===== src/hdl/pnf_ram.sv =====
// ----------------------------------------------------------------------------
// pnf_ram
// Generic simple dual-port RAM, one write and one registered read port.
// ----------------------------------------------------------------------------
module pnf_ram #(
  parameter int WIDTH = 8,
  parameter int DEPTH = 256,
  parameter int AW    = $clog2(DEPTH)
) (
  input  logic             clk_i,
  input  logic             we_i,
  input  logic [AW-1:0]    waddr_i,
  input  logic [WIDTH-1:0] wdata_i,
  input  logic [AW-1:0]    raddr_i,
  output logic [WIDTH-1:0] rdata_o
);

  logic [WIDTH-1:0] mem_q [DEPTH];

  always_ff @(posedge clk_i) begin
    if (we_i) mem_q[waddr_i] <= wdata_i;
    rdata_o <= mem_q[raddr_i];
  end

endmodule


===== config.mk =====
export PLATFORM = sky130hd
export DESIGN_NAME = pnf_ram
export DESIGN_NICKNAME = d
export VERILOG_FILES = /design/src/hdl/pnf_ram.sv
export SDC_FILE = /design/constraint.sdc
export NUM_CORES = 2
export LEC_CHECK = 0
export BUFFER_PORTS_ARGS = -buffer_cell sky130_fd_sc_hd__buf_2
export CAP_MARGIN = 25
export CORE_AREA = 3 3 547 332
export CTS_BUF_LIST = sky130_fd_sc_hd__clkbuf_16
export DETAILED_ROUTE_END_ITERATION = 10
export DIE_AREA = 0 0 550 335
export GPL_TIMING_DRIVEN = 0
export PLACE_DENSITY = 0.58
export SYNTH_ARGS = -nofsm -noshare
export SYNTH_HDL_FRONTEND = slang
export SYNTH_SLANG_ARGS = --single-unit

===== constraint.sdc =====
create_clock -name clk_i -period 3.35 [get_ports clk_i]
set_input_delay 0.67 -clock clk_i [delete_from_list [all_inputs] [get_ports clk_i]]
set_output_delay 0.67 -clock clk_i [all_outputs]
set_load 0.1 [all_outputs]

=== Yosys cells after proc, flatten, opt, wreduce, memory -nomap -nowiden ===
Memories as Yosys holds them, arrays and structs flattened. A register that Yosys moved wholly into a read port is not among the register bits.
Cells that the tools add are included.

* Mux-type cells: 2

{| class="wikitable"
|+ Operator list
! kind !! count
|-
| $mux W1 || 2
|}

* Bits in registers: 0
* RAM bits: 2048
* Input port bits: 26
* Memories: 1

{| class="wikitable"
|+ Memories
! memory !! depth !! bits a word !! rd ports !! clocked after memory_dff !! write ports !! RTL line !! RTL
|-
| mem_q || 256 || 8 || 1 || 1 || 1 || 18 || <nowiki>logic [WIDTH-1:0] mem_q [DEPTH];</nowiki>
|}

=== Depth between registers and ports, before layout ===
* Word-level depth: 2
* Mapped depth: 11

=== Worst setup path after synthesis ===
OpenSTA, ideal clock, no wires.

* Path type: input to register
* From: input raddr_i[0]
* To: register rdata_o[2] (read register of mem_q)
* Library setup time: 0.131 ns
* Data arrival time: 2.477 ns
* Required time: 3.219 ns
* Setup slack: 0.742 ns
* Cell stages on the path: 9
* Cell sequence: buf_6 buf_12 buf_8 buf_2 mux4_2 a22oi_1 a21oi_1 nor4_1 nor4_2

{| class="wikitable"
|+ RTL lines
! element !! RTL line !! RTL
|-
| start, declared || 14 || <nowiki>input logic [AW-1:0] raddr_i,</nowiki>
|-
| end, declared || 15 || <nowiki>output logic [WIDTH-1:0] rdata_o</nowiki>
|}

=== Worst setup path in the final report ===
* From: input waddr_i[1]
* To: memory mem_q[94][1] (enable)

{| class="wikitable"
|+ RTL lines
! element !! RTL line !! RTL
|-
| start, declared || 12 || <nowiki>input logic [AW-1:0] waddr_i,</nowiki>
|-
| end, declared || 18 ||
|}

Straight into the memory's write port.

==> flow_summary.yaml <==
die:
  die-area_um2: 184000
  die_w_um: 550
  standard_cell_core_area_um2: 177000
  dieHeight_um: 335
  ios: 34
  placementRows: 120
  start_util: 0.448
pwr:
  share_clk_of_total_power: 0.401
  sequentialPowerShare: 0.535
  power.ir.vdd_worst_mv: 0.425
  switching_part_of_the_total: 0.224
  power_switching_w: 0.0119
  cellPowerDensity_nw_per_um2: 588
  power.internal_w: 0.0411
  power_leakage_nw: 27.9
  comb_power_share: 0.064
global_route:
  grtUsageTotal: 0.274
  first_global_vias: 39573
  grt_overflow: 0
  grt_first_pass_wirelength_um: 342000
  largest_net_degree_at_the_start_of_global_routing: 148
  antenna_violations_before_repair: 16
clocking:
  cts.sink_count: 2056
  cts-hold-fix-buffers: 0
  clk_pin_slew_ps: 70
  clock_tree.buffer_depth: 4
  cts_made_buffers: 188
  clock_tree.root_cell: "sky130_fd_sc_hd__clkbuf_16"
  htree_levels: 4
  tritoncts: "done"
  source_to_sink_clock_delay_at_the_later_pin_of_the_worst_skew_pair_ps: 840
min_path:
  timing.hold.worst.class: "in2reg"
  hold_depth: 1
layout:
  synthToLayoutAreaGrowth_pct: 13.2
  multiInputGateArea_um2: 16700
  n_fill_cell: 14187
  drive_gt1_frac: 0.243
  sequential_cell_area_um2: 61700
  final_nets: 4046
  final-instance-count-excl-fill: 6537
  finish.utilization: 0.507
setup_path:
  timing.critical_path.cells: "clkbuf_1 > nor2b_1 > clkbuf_1 > nand4_1 > clkbuf_2 > nor2_1"
  reg2reg_depth: 8
  cpMaxStageDelayCell: "sky130_fd_sc_hd__nor2_1"
  setup.worst_path.class: "in2reg"
  worst-path-buf-inv: 3
  critPathLaunchType: "input pin"
  crit_path_max_incr_delay_ps: 950
  critical_path_most_common_cell: "sky130_fd_sc_hd__clkbuf_1"
  cp_data_required_time_ps: 3820
  worstSetupEndpointType: "flop"
  crit_family: "simple AND/OR/NAND/NOR gates"
  critPathMaxFanout: 11
  arrival_ps: 3890
  stages_on_the_worst_setup_path: 6
synth:
  post_synth_instance_area_um2: 79600
  syn-num-nets: 3759
  synth_top_family_by_area: "multiplexers"
  postSynth.asyncResetShare: 0
  ys_seq_elements: 2056
  yosysUniqueCellTypes: 55
  synthXorXnorAreaFrac: 0
  synthesis.instances: 3733
  yosysSeqAreaShare: 0.775
  synth_compound_gate_area_share: 0.0342
  yosys-top-cells-area: "sky130_fd_sc_hd__edfxtp_1 (77%), sky130_fd_sc_hd__mux4_2 (13%), sky130_fd_sc_hd__mux2i_1 (1.7%), sky130_fd_sc_hd__nor2_1 (1.3%), sky130_fd_sc_hd__a22oi_1 (1.3%)"
  synth-edff-count: 2048
  synth_top_cell_by_area: "sky130_fd_sc_hd__edfxtp_1"
  post_synth_fa_ha_maj_area_fraction: 0
  synth.top_cell.area_share: 0.773
  syn_area_per_cell_um2: 21.3
  synth_flop_cell: "sky130_fd_sc_hd__edfxtp_1"
  synth-simple-area-share: 0.0263
  synth.yosys.warnings: 0
  synth.mux.area_fraction: 0.146
timing:
  setup_total_negative_slack_ps: -1200
  max_freq_ghz: 0.293
  min_period_ps: 3420
  timing.final.setup_violations: 33
  grt_setup_unrepaired: "false"
  postLayoutSetupSlackWorst_ps: -65.7
  worst-slew-pin-transition_ps: 1110
  worst_clock_skew_ps: 51.0
  timing.max_slew.rel_slack: 0.257
  final-max-slew-violation-count: 0
  timing_hold_violations_final: 0
  final_min_period_over_clock_period: 1.02
detailed_routing:
  route.detailed.drc: 0
  dr_total_vias: 41972
  drt_first_iter_violations: 7234
  detail_routed_via_count_per_cell: 6.42
  detail_route.wl_per_cell_um: 38.8
  drt_pre_antenna_iters: 6
  finalWirelength_um: 253000
  drt.antenna.violating_nets: 0
outcome:
  run_status: "finished with violations"
  violations: "setup timing"
run:
  max-cap-violations: 0
place:
  globalplace.congestion: 0.910
  dp_cells: 6195
  dpl.hpwl_um: 171000
  place.port_buffers: 26
==> routing by layer <==
layer / wire (um) / part of all wire / GRT usage / vias to the layer above
met5: 47 / 0.00019 / 0 / -
met4: 7080 / 0.028 / 0.0727 / 6
met3: 40200 / 0.16 / 0.114 / 359
met2: 98600 / 0.39 / 0.345 / 2903
met1: 108000 / 0.42 / 0.432 / 22416
li1: - / - / - / 16288
==> cell type report <==
type,instances,share of cell area
diodes,8,0.000222
clock inverters,129,0.0119
inverters,2,0.0000834
multi-input cells,1442,0.186
clock buffers,191,0.0531
repair buffers,98,0.0130
plain buffers,232,0.0179
well taps,2379,0.0331
flip-flops and latches,2056,0.685
==> registers in the layout, summed over array words and instances (netlist names) <==
signal   flops
mem_q     2048
rdata_o      8
==> synthesized netlist by cell type, types with 10 or more instances <==
library cell,n
sky130_fd_sc_hd__a211oi_1,16
sky130_fd_sc_hd__a21oi_1,96
sky130_fd_sc_hd__a221oi_1,13
sky130_fd_sc_hd__a22oi_1,133
sky130_fd_sc_hd__buf_1,22
sky130_fd_sc_hd__buf_2,31
sky130_fd_sc_hd__buf_4,27
sky130_fd_sc_hd__buf_6,21
sky130_fd_sc_hd__buf_8,13
sky130_fd_sc_hd__clkbuf_1,111
sky130_fd_sc_hd__edfxtp_1,2048
sky130_fd_sc_hd__mux2i_1,134
sky130_fd_sc_hd__mux4_2,454
sky130_fd_sc_hd__nand2_1,33
sky130_fd_sc_hd__nand3_1,34
sky130_fd_sc_hd__nand4_1,10
sky130_fd_sc_hd__nor2_1,282
sky130_fd_sc_hd__nor2b_1,31
sky130_fd_sc_hd__nor3_1,22
sky130_fd_sc_hd__nor4_1,24
sky130_fd_sc_hd__o211ai_1,10
sky130_fd_sc_hd__o21ai_0,10
sky130_fd_sc_hd__o221ai_1,46
sky130_fd_sc_hd__o22ai_1,28
==> power by group through the flow <==
| stage | clock network (W) | logic (W) | registers (W) |
|---|---|---|---|
| 2_1_floorplan | 0 | 0.00138 | 0.0291 |
| 3_3_place_gp | 0 | 0.00309 | 0.0290 |
| 3_5_place_dp | 0 | 0.00323 | 0.0289 |
| 4_1_cts | 0.0214 | 0.00329 | 0.0284 |
| 5_1_grt | 0.0224 | 0.00345 | 0.0284 |
| 6_report | 0.0212 | 0.00337 | 0.0284 |
==> layout by cell type, fill, tap and decap left out, types with 9 or more instances in the layout <==
master                      instances
sky130_fd_sc_hd__nand3_1           33
sky130_fd_sc_hd__nor4_2            10
sky130_fd_sc_hd__nor3_1            16
sky130_fd_sc_hd__nor2_1           278
sky130_fd_sc_hd__nand2_1           33
sky130_fd_sc_hd__a221oi_1           9
sky130_fd_sc_hd__clkbuf_2          47
sky130_fd_sc_hd__nor4_1            10
sky130_fd_sc_hd__o221ai_1          46
sky130_fd_sc_hd__bufinv_16         19
sky130_fd_sc_hd__a211oi_1          15
sky130_fd_sc_hd__nand4_1           10
sky130_fd_sc_hd__buf_16            14
sky130_fd_sc_hd__edfxtp_1        2048
sky130_fd_sc_hd__clkbuf_16        191
sky130_fd_sc_hd__o211ai_1          10
sky130_fd_sc_hd__nor2b_1           30
sky130_fd_sc_hd__clkbuf_1          56
sky130_fd_sc_hd__inv_1             38
sky130_fd_sc_hd__buf_4             64
sky130_fd_sc_hd__a21oi_1           94
sky130_fd_sc_hd__clkinv_1          43
sky130_fd_sc_hd__buf_6             30
sky130_fd_sc_hd__buf_1             14
sky130_fd_sc_hd__buf_2             48
sky130_fd_sc_hd__mux2i_1          134
sky130_fd_sc_hd__o22ai_1           28
sky130_fd_sc_hd__mux4_2           454
sky130_fd_sc_hd__a22oi_1          131
sky130_fd_sc_hd__buf_8             34
sky130_fd_sc_hd__clkinv_2          24
sky130_fd_sc_hd__buf_12            10
==> repair_timing <==
| action | 4_1_cts | 5_1_grt |
|---|---|---|
| setup buffers | 2 | 0 |
| gates resized for setup | 88 | 41 |
| setup endpoints to repair | 8 | 27 |
| pin swaps | 1 | 1 |
==> per-stage QoR <==
| step | hold slack, ps | total power (W) | worst slack (ps) | area, um2 |
|---|---|---|---|---|
| finish | 252 | 0.0530 | -65.7 | 90000 |
| global route | 256 | 0.0542 | 4.12 | 90000 |
| CTS | 235 | 0.0530 | -0.652 | 89800 |
| detailed placement | 1130 | 0.0322 | -2130 | 83600 |
| global placement | 1230 | 0.0321 | -2950 | 82700 |
| floorplan | 769 | 0.0304 | 742 | 79600 |
==> kinds of logic after synthesis <==
group	count (synthesis)
simple gates	466
compound gates	385
flops	2056
buf+inv	235
mux	591
==> path summary, 6_finish.rpt <==
check,slack [ps],from,endpoint
worst max-delay path,-70,waddr_i[1],mem_q[94][1]$_DFFE_PP_
worst max register to register,480,mem_q[27][5]$_DFFE_PP_,rdata_o[5]$_DFF_P_
worst min register to register,1340,mem_q[0][4]$_DFFE_PP_,rdata_o[4]$_DFF_P_
worst min-delay path,250,wdata_i[1],mem_q[110][1]$_DFFE_PP_
Power figures use the tool's default switching activity.
